[src/sv/pc_pkg.sv]
// ----------------------------------------------------------------------------
// pc_pkg
// Shared widths and the accumulated-series record for the correlation block.
// ----------------------------------------------------------------------------
package pc_pkg;

    localparam int MAX_PAIRS   = 4096;
    localparam int SAMPLE_BITS = 24;
    localparam int IN_W        = 24;
    localparam int COUNT_W     = 13;
    localparam int SUM_W       = 36;
    localparam int SQ_W        = 60;
    localparam int OP_W        = 72;    // multiplier operand
    localparam int PROD_W      = 144;   // multiplier product
    localparam int FRAC_BITS   = 60;    // Q1.30 squared
    localparam int DIV_W       = 202;   // Sxy^2 << 60 fits here
    localparam int QUO_W       = 61;    // r^2 in Q1.60
    localparam int QCNT_W      = 7;
    localparam int ROOT_W      = 62;
    localparam int COEF_W      = 32;
    localparam int QDEPTH      = 2;

    typedef struct packed {
        logic [COUNT_W-1:0]        count;
        logic signed [SUM_W-1:0]   sum_x;
        logic signed [SUM_W-1:0]   sum_y;
        logic [SQ_W-1:0]           sum_xx;
        logic [SQ_W-1:0]           sum_yy;
        logic signed [SQ_W-1:0]    sum_xy;
        logic                      overflow;
    } series_t;

endpackage

[src/sv/pc_queue.sv]
// ----------------------------------------------------------------------------
// pc_queue
// Two-entry queue of finished series between accumulator and solver.
// ----------------------------------------------------------------------------
module pc_queue (
    input  logic            clk,
    input  logic            rst_n,
    input  logic            push,
    input  pc_pkg::series_t push_data,
    output logic            full,
    input  logic            pop,
    output pc_pkg::series_t pop_data,
    output logic            empty
);

    pc_pkg::series_t mem_reg [pc_pkg::QDEPTH];
    logic            wr_ptr_reg;
    logic            rd_ptr_reg;
    logic [1:0]      cnt_reg;

    assign full     = (cnt_reg == 2'(pc_pkg::QDEPTH));
    assign empty    = (cnt_reg == 2'd0);
    assign pop_data = mem_reg[rd_ptr_reg];

    always_ff @(posedge clk)
    begin
        if (push)
        begin
            mem_reg[wr_ptr_reg] <= push_data;
        end
    end

    always_ff @(posedge clk or negedge rst_n)
    begin
        if (!rst_n)
        begin
            wr_ptr_reg <= 1'b0;
            rd_ptr_reg <= 1'b0;
            cnt_reg    <= 2'd0;
        end
        else
        begin
            if (push)
            begin
                wr_ptr_reg <= !wr_ptr_reg;
            end
            if (pop)
            begin
                rd_ptr_reg <= !rd_ptr_reg;
            end
            if (push && !pop)
            begin
                cnt_reg <= cnt_reg + 2'd1;
            end
            else if (pop && !push)
            begin
                cnt_reg <= cnt_reg - 2'd1;
            end
        end
    end

    a_no_push_full: assert property (@(posedge clk) disable iff (!rst_n)
        push |-> !full) else $error("push into full queue");
    a_no_pop_empty: assert property (@(posedge clk) disable iff (!rst_n)
        pop |-> !empty) else $error("pop from empty queue");
    a_cnt_range: assert property (@(posedge clk) disable iff (!rst_n)
        cnt_reg <= 2'(pc_pkg::QDEPTH)) else $error("queue count out of range");

endmodule

[config.mk]
export PLATFORM = sky130hd
export DESIGN_NAME = pc_queue
export DESIGN_NICKNAME = d
export VERILOG_FILES = /design/src/sv/pc_pkg.sv /design/src/sv/pc_queue.sv
export SDC_FILE = /design/constraint.sdc
export NUM_CORES = 1
export LEC_CHECK = 0
export BUFFER_PORTS_ARGS = -buffer_cell sky130_fd_sc_hd__buf_4
export CORE_AREA = 2 2 211 213
export CTS_BUF_LIST = sky130_fd_sc_hd__clkbuf_4 sky130_fd_sc_hd__clkbuf_8 sky130_fd_sc_hd__clkbuf_16
export CTS_CLUSTER_SIZE = 14
export DETAILED_ROUTE_END_ITERATION = 16
export DIE_AREA = 0 0 213 215
export PLACE_DENSITY = 0.77
export SETUP_SLACK_MARGIN = 0.05
export SLEW_MARGIN = 20
export SYNTH_ARGS = -nofsm -noshare
export SYNTH_HDL_FRONTEND = slang
export SYNTH_SLANG_ARGS = --single-unit
[constraint.sdc]
create_clock -name clk -period 14.6 [get_ports clk]
set_input_delay 0.73 -clock clk [delete_from_list [all_inputs] [get_ports clk]]
set_output_delay 0.73 -clock clk [all_outputs]
set_load 0.02 [all_outputs]
**After elaboration in Yosys (flattened, before gate mapping)**

Memory sizes are Yosys's and may differ from the RTL's.
Cells that the tools add are included.

- Add/sub/neg operators: 2
- Equality and inequality tests: 1
- Mux-type cells: 4
- Reductions and logical operators: 8

Operators by type and width:

| cell | count |
|---|---|
| 1-bit logical NOT | 4 |
| 2-bit two-way mux | 2 |
| 2-bit by 1-bit adder with 2-bit output (second input constant) | 1 |
| 2-bit equality test (second input constant) | 1 |
| 1-bit logical AND | 2 |
| 2-bit logical NOT | 1 |
| 1-bit two-way mux | 2 |
| 2-bit nonzero test | 1 |
| 2-bit by 1-bit subtractor with 2-bit output (second input constant) | 1 |

- Bits in registers: 4
- RAM bits: 532
- Memories kept: 1

Memories:

| name | words | width | rd ports | clocked after Yosys merged registers in | wr ports | line | RTL |
|---|---|---|---|---|---|---|---|
| mem_reg | 2 | 266 | 1 | 0 | 1 | pc_queue.sv:16 | `pc_pkg::series_t mem_reg [pc_pkg::QDEPTH];` |

**Longest topological paths before layout**

- Depth after elaboration: 4
- Gate-level depth with buffers: 5
- Depth with buffers taken out: 5

**Least setup slack after synthesis**

No wires, ideal clock.

- Kind: input port to flip-flop
- From: input push
- To: memory mem_reg[0][0] in the netlist's numbering, enable pin
- Arrival: 12.173 ns
- Data required time: 13.670 ns
- Setup slack: 1.497 ns
- Stages: 1
- Buffers on the path: 0
- Cell sequence: nor2b_1

- Longest elaborated chain between the ends: 2

RTL lines:

| what | line | RTL |
|---|---|---|
| start, declared | pc_queue.sv:8 | `input logic push,` |
| 1-bit two-way mux | pc_queue.sv:27 | `if (push)` |
| 1-bit two-way mux (not written as such) | pc_queue.sv:29 | `mem_reg[wr_ptr_reg] <= push_data;` |
| end, declared | pc_queue.sv:16 |  |

Every way passes these cells.

==> impl_metrics.env <==
export IMPL_drt_iter0_drc=558
export IMPL_worstPathRequired_ns=13.87
export IMPL_hp_class="input pin to flop"
export IMPL_multi_input_area_um2=3950
export IMPL_grt_pass1_wl_mm=62.1
export IMPL_num_fill_cells=3126
export IMPL_vias_per_cell=4.89
export IMPL_boundaryPins=538
export IMPL_wl_mm=43.5
export IMPL_tightest_slew_ns=1.23
export IMPL_clkTransAtPathRegs_ns=0.06
export IMPL_p_leak_nw=10.5
export IMPL_slew_headroom_pct=18.1
export IMPL_die_w_um=213
export IMPL_ys_seq_elements=536
export IMPL_place_hpwl_mm=29.9
export IMPL_syn_area_um2=20300
export IMPL_placedCellCount=1952
export IMPL_synth_distinct_cells=13
export IMPL_hold_depth=1
export IMPL_grt_pass1_vias=10600
export IMPL_largest_register_ff_count=532
export IMPL_drive_gt1_share_pct=61.7
export IMPL_syn_to_final_growth_pct=30.2
export IMPL_num_vias=10000
export IMPL_yosysWarnings=0
export IMPL_rows=77
export IMPL_critPathMaxFanout=129
export IMPL_portBuffers=537
export IMPL_synth_top_area_cell="edfxtp_1"
export IMPL_place_ws_ns=10.66
export IMPL_ir_worst_vdd_uv=161
export IMPL_post_route_worst_setup_slack_ns=10.05
export IMPL_drtAntennaViolNets=0
export IMPL_cts_made_buffers=52
export IMPL_crit_arrival_ns=3.82
export IMPL_die_area_um2=45800
export IMPL_setup_tns_ns=0
export IMPL_gp_congestion=0.771
export IMPL_grt_use_total_pct=18.4
export IMPL_root_buffer="clkbuf_16"
export IMPL_drc=0
export IMPL_slew_viol_final=0
export IMPL_cts_hold_buf=1
export IMPL_final_cell_mix="544 x buf_4, 532 x edfxtp_1, 230 x mux2_4"
export IMPL_mostFrequentLayoutCell="buf_4"
export IMPL_antenna_found_initial=4
export IMPL_fin_nets=1686
export IMPL_utilization_pct=60.7
export IMPL_path_class="flop to primary output"
export IMPL_cts_sinks=536
export IMPL_post_cts_setup_buffer_count=0
export IMPL_grt_max_degree=155
export IMPL_coreArea_um2=43600
export IMPL_clockBufferDepth=3
export IMPL_overflow=0
export IMPL_synth_top_area_share_pct=78.5
export IMPL_wire_per_inst_um=21.2
export IMPL_worst_hold_slack_ns=0.339
export IMPL_crit_path_end_kind="primary output"
export IMPL_syn_avg_cell_area_um2=24.1
export IMPL_regArea_um2=16100
export IMPL_critical_path_startpoint_type="flop"
export IMPL_syn_num_nets=1115
export IMPL_skew_ns=0.0138
export IMPL_rr_worst_depth=3
export IMPL_fin_cells=2047
export IMPL_start_util_pct=46.6
export IMPL_ys_seq_area_share_pct=79.0
export IMPL_cts_tree="built"
export IMPL_power_density_nw_per_um2=203
export IMPL_period_needed_ns=4.55
export IMPL_synthTopCellsByArea="edfxtp_1 79%, mux2_4 17%, mux2_2 2.0%, buf_6 1.5%, dfrtp_1 0.49%"
export IMPL_hold_viol=0
export IMPL_synthCells=844
export IMPL_ctsResizeCount=0
export IMPL_dr_pass1_iters=5
export IMPL_maxCapViolCount=0
export IMPL_finalCritPeriodShare_pct=31.1
export IMPL_die_h_um=215
export IMPL_rsz0062_at_grt="false"
export IMPL_worstSkewPairLatency_ns=0.57
export IMPL_h_tree_depth=2
export IMPL_status="completed"
export IMPL_max_freq_mhz=220
export IMPL_finalSetupViolations=0
==> worst paths after layout <==
| kind | startpoint | to | slack [ns] |
|---|---|---|---|
| min | push_data[264] | mem_reg[0][264]$_DFFE_PP_ | 0.34 |
| max in group asynchronous | rst_n | rd_ptr_reg$_DFFE_PN0P_ | 14.00 |
| min in group asynchronous | rst_n | rd_ptr_reg$_DFFE_PN0P_ | 0.49 |
| max reg2reg | wr_ptr_reg$_DFFE_PN0P_ | mem_reg[0][43]$_DFFE_PP_ | 11.26 |
| max | rd_ptr_reg$_DFFE_PN0P_ | pop_data[34] | 10.05 |
| min reg2reg | cnt_reg[1]$_DFFE_PN0P_ | cnt_reg[1]$_DFFE_PN0P_ | 0.50 |
==> synth_stat cells, drive strengths merged <==
cell    number
and2         1
nor2b        2
mux2       266
xor2         4
dfrtp        4
buf         30
nor2         2
edfxtp     532
ha           1
xnor2        1
inv          1
==> worst max-delay path, stage by stage (launching register included) <==
cell	delay, ns
dfrtp_4	0.93
buf_4	0.75
buf_12	0.54
mux2_4	0.36
buf_4	0.16
==> cells by family after synthesis <==
family,count (synthesis),share of synthesized area [%]
xor+xnor,5,0.215
simple gates,5,0.129
flops,536,79.0
buf+inv,31,1.59
fa+ha+maj,1,0.0615
mux,266,19.0
==> layer usage <==
| metal | global-route usage (%) | part of all wire (%) |
|---|---|---|
| met1 | 20.1 | 36 |
| met2 | 32.5 | 52 |
| met3 | 5.60 | 8.4 |
| met4 | 8.44 | 3.8 |
| met5 | 0 | 0.037 |
==> power breakdown <==
| part | total [mW] | internal (mW) | switching [mW] |
|---|---|---|---|
| clock network | 1.23 | 0.695 | 0.539 |
| logic | 1.99 | 0.964 | 1.03 |
| registers | 2.15 | 2.05 | 0.104 |
| total | 5.38 | 3.70 | 1.67 |
==> through the flow <==
stage,instance area (µm²),power [mW]
after floorplan,20300,3.60
after global placement,24900,4.16
after detailed placement,24900,4.19
after CTS,26500,5.43
after global routing,26500,5.57
final,26500,5.38
==> final cells by class <==
cell class | instances | share of cell area, %
clock inverter | 31 | 0.709
inverter | 1 | 0.0142
antenna | 2 | 0.0189
multi-input combinational | 277 | 14.9
tap | 592 | 2.80
sequential | 536 | 60.7
clock buffer | 61 | 5.23
timing repair buffer | 547 | 15.6
Power figures use the tool's default switching activity.
